$ cat src/rtl/core/awck_pkg.sv
package awck_pkg;

    // request kinds; code 3 is unused and behaves as a read
    localparam logic [1:0] FUNC_TICK = 2'd0;
    localparam logic [1:0] FUNC_SYNC = 2'd1;
    localparam logic [1:0] FUNC_READ = 2'd2;

    // register indexes (byte address = 8 * index)
    localparam logic [1:0] REG_START_DELAY    = 2'd0;
    localparam logic [1:0] REG_RESYNC_PERIOD  = 2'd1;
    localparam logic [1:0] REG_RELIABLE_TMO   = 2'd2;
    localparam logic [1:0] REG_DEFAULT_ANCHOR = 2'd3;

    localparam int unsigned MS_W   = 32;
    localparam int unsigned SEC_W  = 40;
    localparam int unsigned ADDR_W = 5;
    localparam int unsigned DATA_W = 64;

    localparam logic [MS_W-1:0]  START_DELAY_RST    = 32'd240000;
    localparam logic [MS_W-1:0]  RESYNC_PERIOD_RST  = 32'd10800000;
    localparam logic [MS_W-1:0]  RELIABLE_TMO_RST   = 32'd86400000;
    localparam logic [SEC_W-1:0] DEFAULT_ANCHOR_RST = 40'd1735731000;

    // x / 1000 == (x * DIV_MAGIC) >> DIV_SHIFT for every 32-bit x
    localparam int unsigned       MAGIC_W   = 29;
    localparam logic [MAGIC_W-1:0] DIV_MAGIC = 29'h10624DD3;
    localparam int unsigned       DIV_SHIFT = 38;
    localparam int unsigned       PROD_W    = MS_W + MAGIC_W;
    localparam int unsigned       QUO_W     = PROD_W - DIV_SHIFT;

    typedef struct packed {
        logic [1:0]       func;
        logic [MS_W-1:0]  now_ms;
        logic             rtc_ok;
        logic [SEC_W-1:0] time_seconds;
    } req_t;

    typedef struct packed {
        logic [SEC_W-1:0] timestamp;
        logic             available;
        logic             reliable;
    } res_t;

    // handed from the state stage to the timestamp pipe
    typedef struct packed {
        logic [SEC_W-1:0] base_seconds;
        logic [MS_W-1:0]  elapsed_ms;
        logic             available;
        logic             reliable;
    } stamp_t;

endpackage

$ cat src/rtl/core/awck_stamp.sv
module awck_stamp (
    input  logic            clk,
    input  logic            rst_n,
    input  logic            st_valid,
    output logic            st_ready,
    input  awck_pkg::stamp_t st,
    output logic            res_valid,
    input  logic            res_ready,
    output awck_pkg::res_t  res
);
    import awck_pkg::*;

    stamp_t              s1_reg;
    logic                s1_valid_reg;
    logic [QUO_W-1:0]    s2_quo_reg;
    logic [SEC_W-1:0]    s2_base_reg;
    logic                s2_avail_reg;
    logic                s2_rel_reg;
    logic                s2_valid_reg;
    res_t                out_reg;
    logic                out_valid_reg;

    logic                out_free;
    logic                s2_free;
    logic [PROD_W-1:0]   prod;

    assign out_free = !out_valid_reg || res_ready;
    assign s2_free  = !s2_valid_reg || out_free;
    assign st_ready = !s1_valid_reg || s2_free;

    // reciprocal multiply for the /1000
    assign prod = PROD_W'(s1_reg.elapsed_ms) * PROD_W'(DIV_MAGIC);

    always_ff @(posedge clk or negedge rst_n)
    begin
        if (!rst_n)
        begin
            s1_valid_reg  <= 1'b0;
            s2_valid_reg  <= 1'b0;
            out_valid_reg <= 1'b0;
        end
        else
        begin
            if (st_ready)
                s1_valid_reg <= st_valid;
            if (s2_free)
                s2_valid_reg <= s1_valid_reg;
            if (out_free)
                out_valid_reg <= s2_valid_reg;
        end
    end

    always_ff @(posedge clk)
    begin
        if (st_ready && st_valid)
            s1_reg <= st;
        if (s2_free && s1_valid_reg)
        begin
            s2_quo_reg   <= prod[PROD_W-1:DIV_SHIFT];
            s2_base_reg  <= s1_reg.base_seconds;
            s2_avail_reg <= s1_reg.available;
            s2_rel_reg   <= s1_reg.reliable;
        end
        if (out_free && s2_valid_reg)
        begin
            out_reg.timestamp <= s2_base_reg + SEC_W'(s2_quo_reg);
            out_reg.available <= s2_avail_reg;
            out_reg.reliable  <= s2_rel_reg;
        end
    end

    assign res_valid = out_valid_reg;
    assign res       = out_reg;

endmodule

$ cat src/rtl/core/anchored_wall_clock_keeper_unit.sv
// Channel   | Signals                        | Payload
// ----------+--------------------------------+----------------------------------------
// request   | req_valid / req_ready / req    | func, now_ms, rtc_ok, time_seconds
// result    | res_valid / res_ready / res    | timestamp, available, reliable
// config    | psel penable pwrite paddr pwdata prdata pready (APB, 64-bit, regs at 8*i)
//
// One request per cycle sustained while res_ready stays high; an accepted request
// moves from the request register through the stamp, quotient and result registers.
// Stages: request register, state update (clock state written as the request
// leaves it), reciprocal multiply for the /1000, add to anchor into the result register.
// Clock state is written as a request leaves, so back-to-back requests see its update.
// Stalls: each stage moves when the one after it is empty or moving; res_ready
// reaches req_ready combinationally. rst_n (async, low) empties the pipe and
// returns clock state to zero and registers to their defaults.
module anchored_wall_clock_keeper_unit (
    input  logic                       clk,
    input  logic                       rst_n,
    input  logic                       req_valid,
    output logic                       req_ready,
    input  awck_pkg::req_t             req,
    output logic                       res_valid,
    input  logic                       res_ready,
    output awck_pkg::res_t             res,
    input  logic                       psel,
    input  logic                       penable,
    input  logic                       pwrite,
    input  logic [awck_pkg::ADDR_W-1:0] paddr,
    input  logic [awck_pkg::DATA_W-1:0] pwdata,
    output logic [awck_pkg::DATA_W-1:0] prdata,
    output logic                       pready
);
    import awck_pkg::*;

    // configuration
    logic [MS_W-1:0]  start_delay_reg;
    logic [MS_W-1:0]  resync_period_reg;
    logic [MS_W-1:0]  reliable_tmo_reg;
    logic [SEC_W-1:0] default_anchor_reg;
    logic             cfg_wr;

    // request register
    req_t             s0_reg;
    logic             s0_valid_reg;
    logic             s0_move;

    // clock state
    logic [SEC_W-1:0] anchor_sec_reg, anchor_sec_next;
    logic [MS_W-1:0]  anchor_ms_reg, anchor_ms_next;
    logic [MS_W-1:0]  last_sync_reg, last_sync_next;
    logic [MS_W-1:0]  last_rtc_reg, last_rtc_next;
    logic             avail_reg, avail_next;
    logic             rel_reg, rel_next;

    logic [MS_W-1:0]  since_rtc;
    logic [MS_W-1:0]  since_sync;
    stamp_t           st;
    logic             st_ready;

    // ---------------------------------------------------------------- APB
    assign pready = 1'b1;
    assign cfg_wr = psel && penable && pwrite;

    always_ff @(posedge clk or negedge rst_n)
    begin
        if (!rst_n)
        begin
            start_delay_reg    <= START_DELAY_RST;
            resync_period_reg  <= RESYNC_PERIOD_RST;
            reliable_tmo_reg   <= RELIABLE_TMO_RST;
            default_anchor_reg <= DEFAULT_ANCHOR_RST;
        end
        else if (cfg_wr)
        begin
            unique case (paddr[4:3])
                REG_START_DELAY:    start_delay_reg    <= pwdata[MS_W-1:0];
                REG_RESYNC_PERIOD:  resync_period_reg  <= pwdata[MS_W-1:0];
                REG_RELIABLE_TMO:   reliable_tmo_reg   <= pwdata[MS_W-1:0];
                REG_DEFAULT_ANCHOR: default_anchor_reg <= pwdata[SEC_W-1:0];
                default: ;
            endcase
        end
    end

    always_comb
    begin
        unique case (paddr[4:3])
            REG_START_DELAY:    prdata = DATA_W'(start_delay_reg);
            REG_RESYNC_PERIOD:  prdata = DATA_W'(resync_period_reg);
            REG_RELIABLE_TMO:   prdata = DATA_W'(reliable_tmo_reg);
            REG_DEFAULT_ANCHOR: prdata = DATA_W'(default_anchor_reg);
            default:            prdata = '0;
        endcase
    end

    // ------------------------------------------------------ request stage
    assign req_ready = !s0_valid_reg || st_ready;
    assign s0_move   = s0_valid_reg && st_ready;

    always_ff @(posedge clk or negedge rst_n)
    begin
        if (!rst_n)
            s0_valid_reg <= 1'b0;
        else if (req_ready)
            s0_valid_reg <= req_valid;
    end

    always_ff @(posedge clk)
    begin
        if (req_ready && req_valid)
            s0_reg <= req;
    end

    // ------------------------------------------------------- state update
    // All elapsed times are modulo-2^32 differences.
    assign since_rtc = s0_reg.now_ms - last_rtc_reg;

    always_comb
    begin
        anchor_sec_next = anchor_sec_reg;
        anchor_ms_next  = anchor_ms_reg;
        last_sync_next  = last_sync_reg;
        last_rtc_next   = last_rtc_reg;
        avail_next      = avail_reg;
        rel_next        = rel_reg;

        case (s0_reg.func)
            FUNC_TICK:
            begin
                if (!avail_reg)
                begin
                    // start delay is against the raw count, not a difference
                    if (s0_reg.now_ms >= start_delay_reg)
                    begin
                        anchor_ms_next = s0_reg.now_ms;
                        last_rtc_next  = s0_reg.now_ms;
                        avail_next     = 1'b1;
                        if (s0_reg.rtc_ok)
                        begin
                            anchor_sec_next = s0_reg.time_seconds;
                            last_sync_next  = s0_reg.now_ms;
                            rel_next        = 1'b1;
                        end
                        else
                        begin
                            anchor_sec_next = default_anchor_reg;
                            last_sync_next  = '0;
                            rel_next        = 1'b0;
                        end
                    end
                end
                else if (since_rtc >= resync_period_reg)
                begin
                    // resync instant taken even on a bad reading
                    last_rtc_next = s0_reg.now_ms;
                    if (s0_reg.rtc_ok)
                    begin
                        anchor_sec_next = s0_reg.time_seconds;
                        anchor_ms_next  = s0_reg.now_ms;
                        last_sync_next  = s0_reg.now_ms;
                        rel_next        = 1'b1;
                    end
                end
            end
            FUNC_SYNC:
            begin
                anchor_sec_next = s0_reg.time_seconds;
                anchor_ms_next  = s0_reg.now_ms;
                last_sync_next  = s0_reg.now_ms;
                avail_next      = 1'b1;
                rel_next        = 1'b1;
            end
            default: ;
        endcase

        // timeout sees the last sync after any resync above
        since_sync = s0_reg.now_ms - last_sync_next;
        if (s0_reg.func == FUNC_TICK && avail_reg && rel_next
            && since_sync >= reliable_tmo_reg)
            rel_next = 1'b0;

        // before an anchor the raw count goes out as the timestamp
        if (avail_next)
        begin
            st.base_seconds = anchor_sec_next;
            st.elapsed_ms   = s0_reg.now_ms - anchor_ms_next;
            st.available    = 1'b1;
            st.reliable     = rel_next;
        end
        else
        begin
            st.base_seconds = SEC_W'(s0_reg.now_ms);
            st.elapsed_ms   = '0;
            st.available    = 1'b0;
            st.reliable     = 1'b0;
        end
    end

    always_ff @(posedge clk or negedge rst_n)
    begin
        if (!rst_n)
        begin
            anchor_sec_reg <= '0;
            anchor_ms_reg  <= '0;
            last_sync_reg  <= '0;
            last_rtc_reg   <= '0;
            avail_reg      <= 1'b0;
            rel_reg        <= 1'b0;
        end
        else if (s0_move)
        begin
            anchor_sec_reg <= anchor_sec_next;
            anchor_ms_reg  <= anchor_ms_next;
            last_sync_reg  <= last_sync_next;
            last_rtc_reg   <= last_rtc_next;
            avail_reg      <= avail_next;
            rel_reg        <= rel_next;
        end
    end

    // ------------------------------------------------- timestamp pipeline
    awck_stamp u_stamp (
        .clk       (clk),
        .rst_n     (rst_n),
        .st_valid  (s0_valid_reg),
        .st_ready  (st_ready),
        .st        (st),
        .res_valid (res_valid),
        .res_ready (res_ready),
        .res       (res)
    );

`ifndef NO_ASSERTIONS
    // once anchored the clock never loses its anchor
    a_avail_sticky: assert property (@(posedge clk) disable iff (!rst_n)
        avail_reg |=> avail_reg)
        else $error("available flag dropped");

    // reliable only ever set on an anchored clock
    a_rel_needs_avail: assert property (@(posedge clk) disable iff (!rst_n)
        rel_reg |-> avail_reg)
        else $error("reliable without anchor");

    // an unanchored result never claims reliability
    a_res_flags: assert property (@(posedge clk) disable iff (!rst_n)
        (res_valid && !res.available) |-> !res.reliable)
        else $error("reliable result while unavailable");

    // state only moves when a request leaves the request register
    a_state_hold: assert property (@(posedge clk) disable iff (!rst_n)
        !s0_move |=> ($stable(anchor_ms_reg) && $stable(last_rtc_reg)))
        else $error("clock state changed without a request");
`endif

endmodule
$ cat config.mk
export PLATFORM = sky130hd
export DESIGN_NAME = anchored_wall_clock_keeper_unit
export DESIGN_NICKNAME = d
export VERILOG_FILES = /design/src/rtl/core/awck_pkg.sv /design/src/rtl/core/awck_stamp.sv /design/src/rtl/core/anchored_wall_clock_keeper_unit.sv
export SDC_FILE = /design/constraint.sdc
export NUM_CORES = 2
export LEC_CHECK = 0
export ABC_AREA = 1
export BUFFER_PORTS_ARGS = -buffer_cell sky130_fd_sc_hd__buf_2
export CELL_PAD_IN_SITES_DETAIL_PLACEMENT = 1
export CELL_PAD_IN_SITES_GLOBAL_PLACEMENT = 2
export CORE_ASPECT_RATIO = 1.5
export CORE_MARGIN = 2
export CORE_UTILIZATION = 43
export CTS_BUF_LIST = sky130_fd_sc_hd__clkbuf_8
export CTS_CLUSTER_DIAMETER = 150
export DETAILED_ROUTE_END_ITERATION = 8
export PLACE_DENSITY = 0.95
export SYNTH_ARGS = -nofsm -noshare
export SYNTH_HDL_FRONTEND = slang
export SYNTH_SLANG_ARGS = --single-unit
export TNS_END_PERCENT = 50
$ cat constraint.sdc
create_clock -name clk -period 17.2 [get_ports clk]
set_input_delay 0 -clock clk [delete_from_list [all_inputs] [get_ports clk]]
set_output_delay 0 -clock clk [all_outputs]
set_load 0.01 [all_outputs]
==> impl_metrics.csv <==
group,metric,value,unit
run_status,status,"completed",
synthesis,ys_types,75,
synthesis,synth_edf_count,256,
place,port_buffers,207,
cts,cts_tree,"done",
detailed_routing,postRouteAntennaNets,0,
worst_setup_path,cpMostUsedCell,"nand2_1",
floorplanning,die_w,275,um
place,dp_hpwl,139000,um
worst_hold_path,min_path_type,"in -> reg",
worst_setup_path,ff2ff_path_depth,57,
detailed_routing,drt-total-wl,190000,um
finish,largest_register_ffs,75,
floorplanning,rows,149,
finish,area_growth,14.4,%
floorplanning,ios,260,
global_routing,grt_usage,33.8,%
timing,fmaxAchievable,0.0882,GHz
floorplanning,core_area,0.110,mm2
global_routing,overflow,0,
place,place.gp.congestion,0.987,
global_routing,grt_start_max_net_pins,128,
worst_setup_path,end_kind,"flop",
detailed_routing,wl_per_cell,25.6,um
timing,skew,0.0791,ns
synthesis,async_flop_share,52.1,%
cts,clk_pin_slew,0.07,ns
floorplanning,dieArea,0.113,mm2
cts,root_buffer,"clkbuf_8",
worst_hold_path,hold_path_depth,4,
worst_setup_path,cp.required,17.74,ns
timing,fin_setup_tns,0,ns
synthesis,synth.area.top_cells,"edfxtp_1, ha_1, fa_1, dfrtp_1, nand2_1",
cts,clk-insertion-delay-late,0.82,ns
worst_hold_path,hold_end,"resync_period_reg[17]",
worst_setup_path,reg2reg_from,"s0_reg[41]",
worst_hold_path,hold_start,"pwdata[17]",
timing,fin_crit_sh,65.9,%
cts,cts_resized,0,
worst_setup_path,r2r-end,"u_stamp.s1_reg[0]",
worst_setup_path,path_max_fanout,71,
worst_setup_path,arrival,11.88,ns
synthesis,synth_top_area_share,16.2,%
synthesis,yosysTopAreaCell,"edfxtp_1",
worst_setup_path,critPathKind,"reg -> reg",
timing,hold_viol_final,0,
synthesis,syn_area,0.0473,mm2
synthesis,synth.most_common_cell,"nand2_1",
detailed_routing,drc,0,
place,preCtsSetupSlack,5.98,ns
cts,htree_levels,3,
synthesis,synthCells,5470,
timing,setup_slack,5.86,ns
job,cap_viol_max_count,0,
timing,layout_min_cycle_time,11.34,ns
floorplanning,die_height,410,um
finish,num-fill-cells,13000,
synthesis,synthTopCellsByCount,"nand2_1, inv_1, ha_1, o21ai_0, a21oi_1",
cts,cts.sinks,534,
floorplanning,initial_core_util,43.2,%
synthesis,yosysWarnings,0,
cts,numCtsBuffers,85,
synthesis,synth-seq-area-share,31.1,%
detailed_routing,num_vias,42900,
worst_setup_path,cpPeakStageDelay,0.86,ns
timing,relSlewSlack,22.1,%
global_routing,antenna_found_initial,7,
timing,worstMarginPinSlew,1.17,ns
worst_setup_path,reg2reg_slack,5.86,ns
synthesis,syn_area_per_cell,8.65,um2
synthesis,ys_ff_latch,534,
detailed_routing,viasPerCell,5.79,
timing,setup_viol,0,
finish,drive_gt1_share,8.63,%
global_routing,grt_pass1_wl,286000,um
detailed_routing,first_pass_iters,6,
synthesis,dominantRegCellSynth,"edfxtp_1",
timing,maxSlewViolCount,0,
detailed_routing,drt_iter0_markers,2653,
global_routing,grt_pass1_vias,47700,
worst_setup_path,cp-start-kind,"flop",
finish,final_nets,6950,
timing,rsz0062_at_grt,"false",
cts,cts_buffer_depth,3,
worst_setup_path,cp_slowest_cell,"o21ai_0",
==> repair_timing <==
item                                   CTS  global route
buffers inserted                         0             0
endpoints found under the hold margin  412             0
hold buffers                           273             0
==> metrics by stage <==
stage,instance area (um2),std cells,utilization [%],hold WS [ns]
after floorplan,47400,5493,-,-0.296
after global placement,49600,6971,45.3,0.130
after global routing,54100,7406,49.4,0.0815
after detailed placement,49600,6971,45.3,0.128
final,54100,7409,49.4,0.0841
after CTS,54100,7404,49.4,0.000165
==> layout by cell type (no fill, tap or decap), drive strengths merged, types with 25 or more instances in the layout <==
cell type       n
a211oi         27
a21oi         341
a31oi          25
buf           244
clkbuf         90
clkinv         31
conb           25
dfrtp         236
dfstp          42
dlygate4sd3   272
edfxtp        256
fa            302
ha            600
inv           917
nand2        1030
nand3          98
nand4          30
nor2          339
nor3           72
o2111ai        62
o211ai         27
o21ai         603
o22ai          34
xnor2          35
xor2           77
==> area by class of cell <==
type                    instances  area [um2]  share of cell area, %
multi-input cells            3874       28500                   52.6
diodes                          5        12.5                 0.0231
well taps                    1434        1790                   3.32
clock inverters                70         495                  0.916
clock buffers                  90        1240                   2.29
flip-flops and latches        534       14700                   27.2
repair buffers                516        4080                   7.54
inverters                     886        3340                   6.16
==> how the worst max path moves through the flow <==
stage                     slack [ns]  depth (start not counted)                 to        from
after floorplan                 9.81                         58  u_stamp.s1_reg[0]  s0_reg[41]
after global placement          6.10                         57  u_stamp.s1_reg[0]  s0_reg[41]
after detailed placement        5.98                         57  u_stamp.s1_reg[0]  s0_reg[41]
after CTS                       5.94                         57  u_stamp.s1_reg[0]  s0_reg[41]
after global routing            5.14                         57  u_stamp.s1_reg[0]  s0_reg[41]
final                           5.86                         57  u_stamp.s1_reg[0]  s0_reg[41]
==> logic make-up after synthesis <==
family	count (synthesis)	share of synthesized area, %
xor gates and xnor gates	112	2.07
and+or+nand+nor	1605	14.0
buffers and inverters	1085	9.13
adders and majority gates	902	28.6
other	2	0.0159
DFF	534	31.1
AOI/OAI and AO/OA	1230	15.0
==> layer usage <==
| metal | up-vias | track usage, % | part of all wire, % |
|---|---|---|---|
| met5 | - | 0 | 0.0074 |
| li1 | 19000 | - | - |
| met4 | 2 | 29.1 | 10 |
| met3 | 716 | 4.88 | 5.2 |
| met1 | 21300 | 34.2 | 34 |
| met2 | 1779 | 60.4 | 51 |
==> worst max-delay path, delay by kind of cell, from the launching register on <==
kind	cells	cell delay (ns)
AOI/OAI and AO/OA	23	4.60
xor gates and xnor gates	1	0.15
adders and majority gates	5	1.33
buffers and inverters	6	1.34
DFF	1	0.38
and+or+nand+nor	22	3.20
Power is not shown: default switching activity piles up to over one toggle a cycle in this logic, so the estimate is an artifact.
